`config.mk`:
```
export PLATFORM = sky130hd
export DESIGN_NAME = gps_synced_local_clock_core_flat
export DESIGN_NICKNAME = d
export VERILOG_FILES = /design/src/hw/rtl/gslc_pkg.sv /design/src/hw/rtl/gslc_if.sv /design/src/hw/rtl/gslc_ctrl.sv /design/src/hw/rtl/gslc_dp.sv /design/src/hw/rtl/gps_synced_local_clock_core.sv /design/src/flat_wrapper.sv
export SDC_FILE = /design/constraint.sdc
export NUM_CORES = 1
export LEC_CHECK = 0
export CAP_MARGIN = 20
export CELL_PAD_IN_SITES_DETAIL_PLACEMENT = 1
export CELL_PAD_IN_SITES_GLOBAL_PLACEMENT = 2
export CORE_AREA = 2 2 176 178
export DETAILED_ROUTE_END_ITERATION = 10
export DIE_AREA = 0 0 178 180
export DONT_BUFFER_PORTS = 1
export MAX_ROUTING_LAYER = met4
export PLACE_DENSITY_LB_ADDON = 0.1
export SKIP_CTS_REPAIR_TIMING = 1
export SLEW_MARGIN = 20
export SYNTH_ARGS = -nofsm -noshare
export SYNTH_HDL_FRONTEND = slang
export SYNTH_SLANG_ARGS = --single-unit
```
`constraint.sdc`:
```
create_clock -name clk -period 9.5 [get_ports clk]
set_clock_uncertainty 0.05 [all_clocks]
set_input_delay 2.375 -clock clk [delete_from_list [all_inputs] [get_ports clk]]
set_output_delay 2.375 -clock clk [all_outputs]
set_load 0.01 [all_outputs]
```
`src/hw/rtl/gslc_pkg.sv`:
```
// shared types, constants and codes for the gps synced local clock
// no dependencies; every other file imports this package
`timescale 1ns / 1ps

package gslc_pkg;

    // millisecond counting
    localparam int unsigned TICKS_PER_MINUTE = 60000;
    localparam int MS_W = 16;
    localparam logic [MS_W-1:0] MS_LAST = MS_W'(TICKS_PER_MINUTE - 1);

    // minute of day
    localparam int MOD_W = 11;
    localparam logic [MOD_W-1:0] MINUTES_PER_DAY = 11'd1440;

    // field widths
    localparam int HOUR_W  = 5;
    localparam int MIN_W   = 6;
    localparam int DAY_W   = 5;
    localparam int MONTH_W = 4;
    localparam int YEAR_W  = 12;
    localparam int CFG_W   = 5;

    // reset values of the configuration registers
    localparam logic [CFG_W-1:0] STD_OFFSET_RESET  = 5'd1;
    localparam logic [CFG_W-1:0] SWITCH_HOUR_RESET = 5'd1;

    // months that carry a switch sunday
    localparam logic [MONTH_W-1:0] MONTH_MAR = 4'd3;
    localparam logic [MONTH_W-1:0] MONTH_OCT = 4'd10;

    // zeller terms for day 31: d + (13 * (m + 1)) / 5
    localparam logic [8:0] ZBASE_MAR = 9'd41;
    localparam logic [8:0] ZBASE_OCT = 9'd59;

    // reciprocal multipliers for division by constants
    localparam logic [12:0] RECIP_100 = 13'd5243;   // shift 19, exact below 4096
    localparam int          RSH_100   = 19;
    localparam logic [8:0]  RECIP_7   = 9'd293;     // shift 11, exact below 512
    localparam int          RSH_7     = 11;
    localparam logic [10:0] RECIP_60  = 11'd1093;   // shift 16, exact below 1440
    localparam int          RSH_60    = 16;

    typedef enum logic [0:0] {
        OP_TICK = 1'b0,
        OP_FIX  = 1'b1
    } op_t;

    typedef enum logic [0:0] {
        CFG_STD_OFFSET  = 1'b0,
        CFG_SWITCH_HOUR = 1'b1
    } cfg_idx_t;

    typedef enum logic [2:0] {
        S_IDLE,
        S_DIV100,
        S_ZSUM,
        S_WDAY,
        S_APPLY,
        S_TICK,
        S_HDIV,
        S_OUT
    } state_t;

    // commands from controller to datapath
    typedef struct packed {
        logic load_in;
        logic div100;
        logic zsum;
        logic wday;
        logic apply;
        logic tick;
        logic hdiv;
        logic out_load;
    } cmd_t;

    // status from datapath to controller
    typedef struct packed {
        logic is_fix;
        logic fix_new;
        logic out_free;
    } sts_t;

endpackage

```
`src/hw/rtl/gslc_if.sv`:
```
// valid/ready channel interfaces for fix/tick items and local time results
// depends on gslc_pkg
`timescale 1ns / 1ps

interface gslc_in_if
    import gslc_pkg::*;
();
    logic               valid;
    logic               ready;
    logic               op;
    logic [HOUR_W-1:0]  fix_hours;
    logic [MIN_W-1:0]   fix_minutes;
    logic [DAY_W-1:0]   fix_day;
    logic [MONTH_W-1:0] fix_month;
    logic [YEAR_W-1:0]  fix_year;

    modport source (output valid, op, fix_hours, fix_minutes, fix_day, fix_month,
                    fix_year, input ready);
    modport sink   (input valid, op, fix_hours, fix_minutes, fix_day, fix_month,
                    fix_year, output ready);
endinterface

interface gslc_out_if
    import gslc_pkg::*;
();
    logic              valid;
    logic              ready;
    logic [HOUR_W-1:0] local_hours;
    logic [MIN_W-1:0]  local_minutes;
    logic              time_valid;
    logic              dst_active;

    modport source (output valid, local_hours, local_minutes, time_valid, dst_active,
                    input ready);
    modport sink   (input valid, local_hours, local_minutes, time_valid, dst_active,
                    output ready);
endinterface

```
`src/hw/rtl/gslc_ctrl.sv`:
```
// controller state machine: sequences one item through the datapath
// depends on gslc_pkg
`timescale 1ns / 1ps

module gslc_ctrl
    import gslc_pkg::*;
(
    input  logic clk,
    input  logic rst_n,
    input  logic in_valid,
    output logic in_ready,
    input  sts_t sts,
    output cmd_t cmd
);

    state_t state_reg;
    state_t state_next;

    // state register
    always_ff @(posedge clk or negedge rst_n)
    begin
        if (!rst_n)
        begin
            state_reg <= S_IDLE;
        end
        else
        begin
            state_reg <= state_next;
        end
    end

    // next state
    always_comb
    begin
        state_next = state_reg;
        case (state_reg)
            S_IDLE:
            begin
                if (in_valid)
                begin
                    state_next = S_DIV100;
                end
            end
            S_DIV100:
            begin
                if (!sts.is_fix)
                begin
                    state_next = S_TICK;
                end
                else if (sts.fix_new)
                begin
                    state_next = S_ZSUM;
                end
                else
                begin
                    state_next = S_HDIV;
                end
            end
            S_ZSUM:  state_next = S_WDAY;
            S_WDAY:  state_next = S_APPLY;
            S_APPLY: state_next = S_HDIV;
            S_TICK:  state_next = S_HDIV;
            S_HDIV:  state_next = S_OUT;
            S_OUT:
            begin
                if (sts.out_free)
                begin
                    state_next = S_IDLE;
                end
            end
            default: state_next = S_IDLE;
        endcase
    end

    // outputs
    always_comb
    begin
        cmd      = '0;
        in_ready = 1'b0;
        case (state_reg)
            S_IDLE:
            begin
                in_ready    = 1'b1;
                cmd.load_in = in_valid;
            end
            S_DIV100: cmd.div100 = 1'b1;
            S_ZSUM:   cmd.zsum   = 1'b1;
            S_WDAY:   cmd.wday   = 1'b1;
            S_APPLY:  cmd.apply  = 1'b1;
            S_TICK:   cmd.tick   = 1'b1;
            S_HDIV:   cmd.hdiv   = 1'b1;
            S_OUT:    cmd.out_load = sts.out_free;
            default:  cmd = '0;
        endcase
    end

    // a held result blocks the controller in the output state
    a_out_wait: assert property (@(posedge clk) disable iff (!rst_n)
        (state_reg == S_OUT && !sts.out_free) |=> state_reg == S_OUT)
        else $error("controller left output state while result slot busy");

    // input is taken only while idle
    a_ready_idle: assert property (@(posedge clk) disable iff (!rst_n)
        in_ready |-> state_reg == S_IDLE)
        else $error("input ready outside idle state");

    // an input transfer always starts the year split
    a_load_next: assert property (@(posedge clk) disable iff (!rst_n)
        cmd.load_in |=> state_reg == S_DIV100)
        else $error("input transfer did not start the sequence");

endmodule

```
`src/hw/rtl/gslc_dp.sv`:
```
// datapath: captured item, dst weekday arithmetic, clock state, result register
// depends on gslc_pkg
`timescale 1ns / 1ps

module gslc_dp
    import gslc_pkg::*;
(
    input  logic                clk,
    input  logic                rst_n,
    // configuration writes
    input  logic                cfg_we,
    input  logic                cfg_index,
    input  logic [CFG_W-1:0]    cfg_data,
    // input item payload
    input  logic                op,
    input  logic [HOUR_W-1:0]   fix_hours,
    input  logic [MIN_W-1:0]    fix_minutes,
    input  logic [DAY_W-1:0]    fix_day,
    input  logic [MONTH_W-1:0]  fix_month,
    input  logic [YEAR_W-1:0]   fix_year,
    // result side
    input  logic                out_ready,
    output logic                out_valid,
    output logic [HOUR_W-1:0]   local_hours,
    output logic [MIN_W-1:0]    local_minutes,
    output logic                time_valid,
    output logic                dst_active,
    // controller link
    input  cmd_t                cmd,
    output sts_t                sts
);

    // configuration
    logic [CFG_W-1:0] std_off_reg;
    logic [CFG_W-1:0] sw_hour_reg;

    // captured item
    logic               op_reg;
    logic [HOUR_W-1:0]  hr_reg;
    logic [MIN_W-1:0]   min_reg;
    logic [DAY_W-1:0]   day_reg;
    logic [MONTH_W-1:0] mon_reg;
    logic [YEAR_W-1:0]  yr_reg;

    // weekday pipeline
    logic [5:0] j_reg,    j_next;
    logic [6:0] k_reg,    k_next;
    logic [8:0] zsum_reg, zsum_next;
    logic [4:0] ls_reg,   ls_next;

    // clock state
    logic             synced_reg;
    logic [MOD_W-1:0] last_reg;
    logic [MOD_W-1:0] lmod_reg, lmod_next;
    logic [MS_W-1:0]  ms_reg,   ms_next;
    logic             summer_reg, summer_next;
    logic [HOUR_W-1:0] hq_reg,  hq_next;

    // result register
    logic               out_valid_reg;
    logic [HOUR_W-1:0]  out_hours_reg;
    logic [MIN_W-1:0]   out_minutes_reg;
    logic               out_tv_reg;
    logic               out_dst_reg;

    logic [MOD_W-1:0]  utc_mod;
    logic [24:0]       prod100;
    logic [17:0]       prod7;
    logic [5:0]        q7;
    logic [2:0]        h7;
    logic [2:0]        wday;
    logic [5:0]        off;
    logic [6:0]        hsum;
    logic [4:0]        lh;
    logic [MOD_W-1:0]  lm_raw;
    logic [21:0]       prod60;
    logic [MOD_W-1:0]  min_rem;
    logic [MOD_W:0]    lmod_inc;

    // configuration registers
    always_ff @(posedge clk or negedge rst_n)
    begin
        if (!rst_n)
        begin
            std_off_reg <= STD_OFFSET_RESET;
            sw_hour_reg <= SWITCH_HOUR_RESET;
        end
        else if (cfg_we)
        begin
            case (cfg_idx_t'(cfg_index))
                CFG_STD_OFFSET:  std_off_reg <= cfg_data;
                CFG_SWITCH_HOUR: sw_hour_reg <= cfg_data;
                default:         std_off_reg <= std_off_reg;
            endcase
        end
    end

    // item capture on input transfer
    always_ff @(posedge clk)
    begin
        if (cmd.load_in)
        begin
            op_reg  <= op;
            hr_reg  <= fix_hours;
            min_reg <= fix_minutes;
            day_reg <= fix_day;
            mon_reg <= fix_month;
            yr_reg  <= fix_year;
        end
    end

    // utc minute of day of the captured fix
    assign utc_mod = MOD_W'(hr_reg) * MOD_W'(60) + MOD_W'(min_reg);

    // year split into century and year of century
    always_comb
    begin
        prod100 = 25'(yr_reg) * 25'(RECIP_100);
        j_next  = prod100[RSH_100 +: 6];
        k_next  = 7'(yr_reg - 12'(j_next) * 12'd100);
    end

    // zeller sum for day 31 of march or october
    always_comb
    begin
        zsum_next = ((mon_reg == MONTH_MAR) ? ZBASE_MAR : ZBASE_OCT)
                  + 9'(k_reg) + 9'(k_reg >> 2) + 9'(j_reg >> 2) + 9'(j_reg) * 9'd5;
    end

    // weekday of day 31 and day of the last sunday
    always_comb
    begin
        prod7   = 18'(zsum_reg) * 18'(RECIP_7);
        q7      = prod7[RSH_7 +: 6];
        h7      = 3'(zsum_reg - 9'(q7) * 9'd7);
        wday    = (h7 == 3'd0) ? 3'd6 : h7 - 3'd1;
        ls_next = 5'd31 - 5'(wday);
    end

    // summer decision and new local base
    always_comb
    begin
        if (mon_reg < MONTH_MAR || mon_reg > MONTH_OCT)
        begin
            summer_next = 1'b0;
        end
        else if (mon_reg > MONTH_MAR && mon_reg < MONTH_OCT)
        begin
            summer_next = 1'b1;
        end
        else if (mon_reg == MONTH_MAR)
        begin
            if (day_reg != ls_reg)
            begin
                summer_next = day_reg > ls_reg;
            end
            else
            begin
                summer_next = hr_reg >= sw_hour_reg;
            end
        end
        else
        begin
            if (day_reg != ls_reg)
            begin
                summer_next = day_reg < ls_reg;
            end
            else
            begin
                summer_next = hr_reg < sw_hour_reg;
            end
        end

        off  = 6'(std_off_reg) + 6'(summer_next);
        hsum = 7'(hr_reg) + 7'(off);
        if (hsum >= 7'd48)
        begin
            lh = 5'(hsum - 7'd48);
        end
        else if (hsum >= 7'd24)
        begin
            lh = 5'(hsum - 7'd24);
        end
        else
        begin
            lh = 5'(hsum);
        end
        lm_raw = MOD_W'(lh) * MOD_W'(60) + MOD_W'(min_reg);
    end

    // local base load on apply, millisecond tick and minute advance
    always_comb
    begin
        lmod_inc = {1'b0, lmod_reg} + 12'd1;
        lmod_next = lmod_reg;
        ms_next   = ms_reg;
        if (cmd.apply)
        begin
            lmod_next = (lm_raw >= MINUTES_PER_DAY) ? lm_raw - MINUTES_PER_DAY : lm_raw;
            ms_next   = '0;
        end
        else if (cmd.tick && synced_reg)
        begin
            if (ms_reg >= MS_LAST)
            begin
                ms_next   = '0;
                lmod_next = (lmod_inc >= {1'b0, MINUTES_PER_DAY}) ? '0 : lmod_inc[MOD_W-1:0];
            end
            else
            begin
                ms_next = ms_reg + 1'b1;
            end
        end
    end

    // hour of the local minute of day
    always_comb
    begin
        prod60  = 22'(lmod_reg) * 22'(RECIP_60);
        hq_next = prod60[RSH_60 +: HOUR_W];
        min_rem = lmod_reg - MOD_W'(hq_reg) * MOD_W'(60);
    end

    // weekday pipeline registers and hour quotient register
    always_ff @(posedge clk)
    begin
        if (cmd.div100)
        begin
            j_reg <= j_next;
            k_reg <= k_next;
        end
        if (cmd.zsum)
        begin
            zsum_reg <= zsum_next;
        end
        if (cmd.wday)
        begin
            ls_reg <= ls_next;
        end
        if (cmd.hdiv)
        begin
            hq_reg <= hq_next;
        end
    end

    // clock state
    always_ff @(posedge clk or negedge rst_n)
    begin
        if (!rst_n)
        begin
            synced_reg <= 1'b0;
            last_reg   <= '0;
            lmod_reg   <= '0;
            ms_reg     <= '0;
            summer_reg <= 1'b0;
        end
        else
        begin
            lmod_reg <= lmod_next;
            ms_reg   <= ms_next;
            if (cmd.apply)
            begin
                synced_reg <= 1'b1;
                last_reg   <= utc_mod;
                summer_reg <= summer_next;
            end
        end
    end

    // result register, freed by an output transfer
    always_ff @(posedge clk or negedge rst_n)
    begin
        if (!rst_n)
        begin
            out_valid_reg <= 1'b0;
        end
        else if (cmd.out_load)
        begin
            out_valid_reg <= 1'b1;
        end
        else if (out_ready)
        begin
            out_valid_reg <= 1'b0;
        end
    end

    always_ff @(posedge clk)
    begin
        if (cmd.out_load)
        begin
            out_hours_reg   <= synced_reg ? hq_reg : '0;
            out_minutes_reg <= synced_reg ? min_rem[MIN_W-1:0] : '0;
            out_tv_reg      <= synced_reg;
            out_dst_reg     <= synced_reg & summer_reg;
        end
    end

    assign out_valid     = out_valid_reg;
    assign local_hours   = out_hours_reg;
    assign local_minutes = out_minutes_reg;
    assign time_valid    = out_tv_reg;
    assign dst_active    = out_dst_reg;

    // status to controller
    assign sts.is_fix   = (op_t'(op_reg) == OP_FIX);
    assign sts.fix_new  = !synced_reg || (utc_mod != last_reg);
    assign sts.out_free = !out_valid_reg || out_ready;

    a_ms_idle: assert property (@(posedge clk) disable iff (!rst_n)
        !synced_reg |-> (ms_reg == '0 && !summer_reg))
        else $error("clock state moved before first fix");

    a_lmod_range: assert property (@(posedge clk) disable iff (!rst_n)
        lmod_reg < MINUTES_PER_DAY)
        else $error("local minute of day out of range");

    a_ms_range: assert property (@(posedge clk) disable iff (!rst_n)
        ms_reg <= MS_LAST)
        else $error("millisecond count out of range");

    a_load_valid: assert property (@(posedge clk) disable iff (!rst_n)
        cmd.out_load |=> out_valid_reg)
        else $error("result load did not raise valid");

endmodule

```
`src/hw/rtl/gps_synced_local_clock_core.sv`:
```
// gps synced local clock with european dst: top level
// an item runs the year split, then the tick step (tick) or the zeller sum, weekday and apply
// steps (new fix) or none (repeat fix), then the hour division and the result load
// one item at a time: input is taken only in idle, once the result is in the one result slot
// input is taken again while the previous result still waits in the output register
// reset: async active low; clock unsynced, offset and switch hour both 1
`timescale 1ns / 1ps

module gps_synced_local_clock_core
    import gslc_pkg::*;
(
    input  logic             clk,
    input  logic             rst_n,
    input  logic             cfg_we,
    input  logic             cfg_index,
    input  logic [CFG_W-1:0] cfg_data,
    gslc_in_if.sink          item,
    gslc_out_if.source       result
);

    cmd_t cmd;
    sts_t sts;
    logic in_ready;

    // sequencing
    gslc_ctrl u_ctrl (
        .clk      (clk),
        .rst_n    (rst_n),
        .in_valid (item.valid),
        .in_ready (in_ready),
        .sts      (sts),
        .cmd      (cmd)
    );

    assign item.ready = in_ready;

    // arithmetic and state
    gslc_dp u_dp (
        .clk           (clk),
        .rst_n         (rst_n),
        .cfg_we        (cfg_we),
        .cfg_index     (cfg_index),
        .cfg_data      (cfg_data),
        .op            (item.op),
        .fix_hours     (item.fix_hours),
        .fix_minutes   (item.fix_minutes),
        .fix_day       (item.fix_day),
        .fix_month     (item.fix_month),
        .fix_year      (item.fix_year),
        .out_ready     (result.ready),
        .out_valid     (result.valid),
        .local_hours   (result.local_hours),
        .local_minutes (result.local_minutes),
        .time_valid    (result.time_valid),
        .dst_active    (result.dst_active),
        .cmd           (cmd),
        .sts           (sts)
    );

endmodule
```
`src/flat_wrapper.sv`:
```
// flat-port wrapper written by rule: the top's interface ports become plain ports
module gps_synced_local_clock_core_flat import gslc_pkg::*;
  (clk, rst_n, cfg_we, cfg_index, cfg_data, item_valid, item_op, item_fix_hours, item_fix_minutes, item_fix_day, item_fix_month, item_fix_year, item_ready, result_valid, result_local_hours, result_local_minutes, result_time_valid, result_dst_active, result_ready);
  gslc_in_if item_i ();
  gslc_out_if result_i ();
  input  logic clk;
  input  logic rst_n;
  input  logic cfg_we;
  input  logic cfg_index;
  input  logic [CFG_W-1:0] cfg_data;
  input wire logic [$bits(item_i.valid)-1:0] item_valid;
  input wire logic [$bits(item_i.op)-1:0] item_op;
  input wire logic [$bits(item_i.fix_hours)-1:0] item_fix_hours;
  input wire logic [$bits(item_i.fix_minutes)-1:0] item_fix_minutes;
  input wire logic [$bits(item_i.fix_day)-1:0] item_fix_day;
  input wire logic [$bits(item_i.fix_month)-1:0] item_fix_month;
  input wire logic [$bits(item_i.fix_year)-1:0] item_fix_year;
  output wire logic [$bits(item_i.ready)-1:0] item_ready;
  output wire logic [$bits(result_i.valid)-1:0] result_valid;
  output wire logic [$bits(result_i.local_hours)-1:0] result_local_hours;
  output wire logic [$bits(result_i.local_minutes)-1:0] result_local_minutes;
  output wire logic [$bits(result_i.time_valid)-1:0] result_time_valid;
  output wire logic [$bits(result_i.dst_active)-1:0] result_dst_active;
  input wire logic [$bits(result_i.ready)-1:0] result_ready;
  assign item_i.valid = item_valid;
  assign item_i.op = item_op;
  assign item_i.fix_hours = item_fix_hours;
  assign item_i.fix_minutes = item_fix_minutes;
  assign item_i.fix_day = item_fix_day;
  assign item_i.fix_month = item_fix_month;
  assign item_i.fix_year = item_fix_year;
  assign item_ready = item_i.ready;
  assign result_valid = result_i.valid;
  assign result_local_hours = result_i.local_hours;
  assign result_local_minutes = result_i.local_minutes;
  assign result_time_valid = result_i.time_valid;
  assign result_dst_active = result_i.dst_active;
  assign result_i.ready = result_ready;
  gps_synced_local_clock_core u_core (.clk(clk), .rst_n(rst_n), .cfg_we(cfg_we), .cfg_index(cfg_index), .cfg_data(cfg_data), .item(item_i), .result(result_i));
endmodule
```
==> metrics.yaml, run 1 <==
outcome: "complete, no violations"
port_buffers: 0
cts_buffers: 17
slew_viol_final: 0
num_antenna_cells: 0
drt_pass1_iterations: 4
ant_nets: 0
clock_latency_ns: 0.43
grt_start_max_net_pins: 55
die_w_um: 178
synthFlopType: "edfxtp_1"
grt_pass1_vias: 9565
end_kind: "flop"
start_util_pct: 43.6
die-height_um: 180
synth-edff-count: 76
wl_met1_um: 14200
critical_path.top_delay_family: "adder cells"
place_inst: 1648
setup-tns-final_ns: 0
synth_area_leaders: "ha_1 (24%), edfxtp_1 (17%), fa_1 (14%)"
drc: 0
row_count: 64
yosys.area.top_type: "ha_1"
synth_top_area_share_pct: 24.0
final_cell_mix: "ha_1 (252), inv_1 (220), fa_1 (94)"
cp_slowest_stage_delay_ns: 0.52
cts.clk_slew.worst_paths_ns: 0.06
cts_tree: "yes"
maxSlewHeadroom_pct: 39.3
core_area_um2: 30200
ys_warn_count: 0
syn2layout_area_growth_pct: 7.70
tightest_slew_ns: 0.908
hp-class: "flop to flop"
overflow: 0
syn-num-nets: 1654
wl_met2_um: 13000
cts_max_path_buffers: 2
drive_above_1_share_pct: 6.46
syn_area_um2: 13200
routed.top_layer: "met4"
cts_sinks: 130
async_reset_ff_share_pct: 41.5
io_pins: 59
crit_required_ns: 9.81
vias_per_cell: 5.21
ys_ff_latch: 130
path_max_fanout: 9
ys_seq_area_share_pct: 27.6
max_freq_mhz: 132
gp_congestion: 0.795
post_drt_wl_per_cell_um: 16.8
layout_commonest_cell: "ha_1"
final_nets: 1661
start_kind: "flop"
vias: 8751
drtIter0Drc: 280
crit_type: "flop to flop"
met3WireLength_um: 645
final-seq-area_um2: 3640
largest_reg_flops: 16
grt_pass1_wl_um: 48700
grt_usage_pct: 19.8
antenna_found_initial: 0
htreeDepth: 4
synthCells: 1264
crit_slowest_cell: "edfxtp_1"
wl_um: 28200
grt_setup_unrepaired: "no"
finalCritPeriodShare_pct: 79.6
die_area_um2: 32000
hold_violations: 0
layout.cells.non_filler: 1680
finalSetupViolCount: 0
cp_num_buf_inv: 5
cap_violations: 0
critPathArrivalTime_ns: 7.87
multi_input_area_um2: 8630
synth_area_per_cell_um2: 10.4
root_buffer: "clkbuf_16"
yosysUniqueCellTypes: 80
period_minus_slack_ns: 7.56
n_fill_cell: 3348
dp_hpwl_um: 23000
## per-stage QoR
stage	worst slack, ns	area, um2	util, %	hold WS [ns]
4_1_cts	1.87	14200	47.0	0.455
5_1_grt	1.29	14200	47.0	0.479
2_1_floorplan	2.86	13200	-	0.395
3_3_place_gp	2.16	13600	45.2	0.429
6_report	1.94	14200	47.0	0.446
3_5_place_dp	1.91	13600	45.2	0.440
## cells in the mapped netlist, drive strengths merged, types with 11 or more instances
cell type	number
ha	252
inv	221
fa	94
edfxtp	76
xnor2	62
a21oi	61
o21ai	59
nand2	58
dfrtp	52
nor2	48
xor2	31
nand3	21
a21o	17
and3	16
nor3	16
clkbuf	13
and2	12
nand2b	12
o21bai	12
nand4	11
nor2b	11
## path summary, 6_finish.rpt
kind                                                          start                                      to  slack [ns]  cells past startpoint
worst max-delay path                u_core.u_dp.hr_reg[1]$_DFFE_PP_     u_core.u_dp.lmod_reg[7]$_DFFE_PN0P_        1.94                     33
worst min-delay path            u_core.u_dp.last_reg[2]$_DFFE_PN0P_     u_core.u_dp.last_reg[2]$_DFFE_PN0P_        0.45                      2
worst max register to register      u_core.u_dp.hr_reg[1]$_DFFE_PP_     u_core.u_dp.lmod_reg[7]$_DFFE_PN0P_        1.94                     33
worst min register to register  u_core.u_dp.last_reg[2]$_DFFE_PN0P_     u_core.u_dp.last_reg[2]$_DFFE_PN0P_        0.45                      2
max in group asynchronous                                     rst_n  u_core.u_dp.sw_hour_reg[0]$_DFFE_PN1P_        7.62                      0
min in group asynchronous                                     rst_n    u_core.u_dp.lmod_reg[10]$_DFFE_PN0P_        1.59                      0
## worst min-delay path, stage by stage, from the launching register on
cell and delay (ns):
dfrtp_1 0.36, nand2_1 0.05, nand2_1 0.06
## kinds of logic after synthesis
kind of cell	count (synthesis)	synth area share [%]
AO/OA/AOI/OAI	204	10.0
adder cells (fa/ha/maj)	346	38.3
XOR/XNOR	93	6.42
flip-flops	130	27.6
AND/OR/NAND/NOR	242	9.89
buffers and inverters	238	6.87
multiplexers	11	0.922
## layout make-up
| type | instances | area share (%) |
|---|---|---|
| Clock buffer | 19 | 3.05 |
| Clock inverter | 13 | 0.786 |
| Inverter | 221 | 5.85 |
| Multi-Input combinational cell | 896 | 60.9 |
| Sequential cell | 130 | 25.7 |
| Tap cell | 396 | 3.50 |
| Timing Repair Buffer | 5 | 0.265 |
## routing by layer
metal	up-vias	track usage, %
met3	22	3.15
met5	-	-
li1	4323	-
met2	82	30.9
met4	0	4.36
met1	4324	27.3
Power of run 1 is not shown: default switching activity piles up to over one toggle a cycle in this logic, so the estimate is an artifact.
==> run 2: changes to the inputs <==
Settings changed: CORE_AREA 2 2 176 178 to 2 2 185 187, DIE_AREA 0 0 178 180 to 0 0 187 189.
Clock period 9.5 ns to 6.21 ns, I/O delays scaled along.
==> run 2 against run 1 <==
The run now ends with setup timing left. Die area increased by 10%. First-iteration DRC count increased by 1.8%. Cell count increased by 10%. Critical endpoint is now u_core.u_dp.lmod_reg[5]$_DFFE_PN0P_. Largest cell class unchanged.
==> metrics.yaml, run 2 (synthesis results as in run 1) <==
hold_violations: 0
cts_tree: "yes"
cts_buffers: 17
start_util_pct: 39.5
ant_nets: 0
finalSetupViolCount: 7
post_drt_wl_per_cell_um: 16.4
outcome: "finished, violations left"
antenna_found_initial: 0
die_w_um: 187
row_count: 67
cap_violations: 0
max_freq_mhz: 155
hp-class: "flop to flop"
final-seq-area_um2: 3640
crit_slowest_cell: "fa_1"
grt_pass1_vias: 9929
dp_hpwl_um: 24600
path_max_fanout: 6
vias: 9144
tightest_slew_ns: 1.02
num_antenna_cells: 0
vias_per_cell: 4.95
setup_ws_ns: -0.249
grt_setup_unrepaired: "yes"
htreeDepth: 4
largest_reg_flops: 16
use_met2_pct: 31.0
crit_type: "flop to flop"
grt_util_met3_pct: 2.47
cts_sinks: 130
die_area_um2: 35300
cts_max_path_buffers: 2
hold_ws_ns: 0.445
port_buffers: 0
multi_input_area_um2: 9050
root_buffer: "clkbuf_16"
maxSlewHeadroom_pct: 32.0
finalCritPeriodShare_pct: 104
rrSetupSlack_ns: -0.25
slew_viol_final: 0
drt_pass1_iterations: 4
grt_start_max_net_pins: 55
grt_usage_pct: 18.7
drc: 0
start_kind: "flop"
wl_um: 30300
grt_busiest_layer: "met2"
drive_above_1_share_pct: 18.3
layout_commonest_cell: "ha_1"
cp_slowest_stage_delay_ns: 0.51
syn2layout_area_growth_pct: 19.0
n_fill_cell: 3685
period_minus_slack_ns: 6.46
overflow: 0
crit_required_ns: 6.47
final_cell_mix: "ha_1 (245), inv_1 (216), buf_4 (112)"
whs_path_depth: 2
violations: "setup timing"
gp_congestion: 0.801
r2r_cells: 36
cts.clk_slew.worst_paths_ns: 0.06
use_met1_pct: 24.6
clock_latency_ns: 0.44
drtIter0Drc: 285
die-height_um: 189
setup-tns-final_ns: -1.35
io_pins: 59
end_kind: "flop"
final_nets: 1778
grt_pass1_wl_um: 50700
utilization_pct: 47.1
core_area_um2: 33300
critPathArrivalTime_ns: 6.72
==> run 2: path summary, 6_finish.rpt <==
kind                                                      from                                      to
min                        u_core.u_dp.last_reg[2]$_DFFE_PN0P_     u_core.u_dp.last_reg[2]$_DFFE_PN0P_
max in group asynchronous                                rst_n  u_core.u_dp.sw_hour_reg[0]$_DFFE_PN1P_
max reg2reg                   u_core.u_dp.day_reg[2]$_DFFE_PP_     u_core.u_dp.lmod_reg[5]$_DFFE_PN0P_
max                           u_core.u_dp.day_reg[2]$_DFFE_PP_     u_core.u_dp.lmod_reg[5]$_DFFE_PN0P_
min reg2reg                u_core.u_dp.last_reg[2]$_DFFE_PN0P_     u_core.u_dp.last_reg[2]$_DFFE_PN0P_
min in group asynchronous                                rst_n    u_core.u_dp.lmod_reg[10]$_DFFE_PN0P_
==> run 2: metrics by stage <==
| step | cells | cell area (um2) | setup slack (ns) |
|---|---|---|---|
| 2_1_floorplan | 1264 | 13300 | -0.0303 |
| 3_3_place_gp | 1800 | 14600 | -0.280 |
| 3_5_place_dp | 1800 | 14600 | -0.431 |
| 4_1_cts | 1832 | 15200 | -0.494 |
| 5_1_grt | 1849 | 15700 | -0.670 |
| 6_report | 1849 | 15700 | -0.249 |
==> run 2: per-layer routing <==
layer | vias to the layer above | share of wire, % | wire, um
met1 | 4492 | 49 | 15000
met2 | 73 | 48 | 14500
met4 | 0 | 0.87 | 263
li1 | 4560 | - | -
met3 | 19 | 1.7 | 525
met5 | - | 0 | 0
==> run 2: cell type report <==
cell class | instances | share of cell area [%]
clock buffers | 17 | 2.72
repair buffers | 122 | 6.20
well taps | 448 | 3.58
inverters | 221 | 5.30
flip-flops and latches | 130 | 23.2
clock inverters | 15 | 1.20
multi-input cells | 896 | 57.8
==> run 2: critical path, delay by kind of cell, from the launching register on <==
family / cells / cell delay [ns]
and+or+nand+nor: 6 / 1.01
DFF: 1 / 0.41
buffers and inverters: 11 / 1.19
AOI/OAI and AO/OA: 9 / 1.24
xor gates and xnor gates: 5 / 0.75
adders and majority gates: 5 / 1.65
Power of run 2 is left out for the same reason.
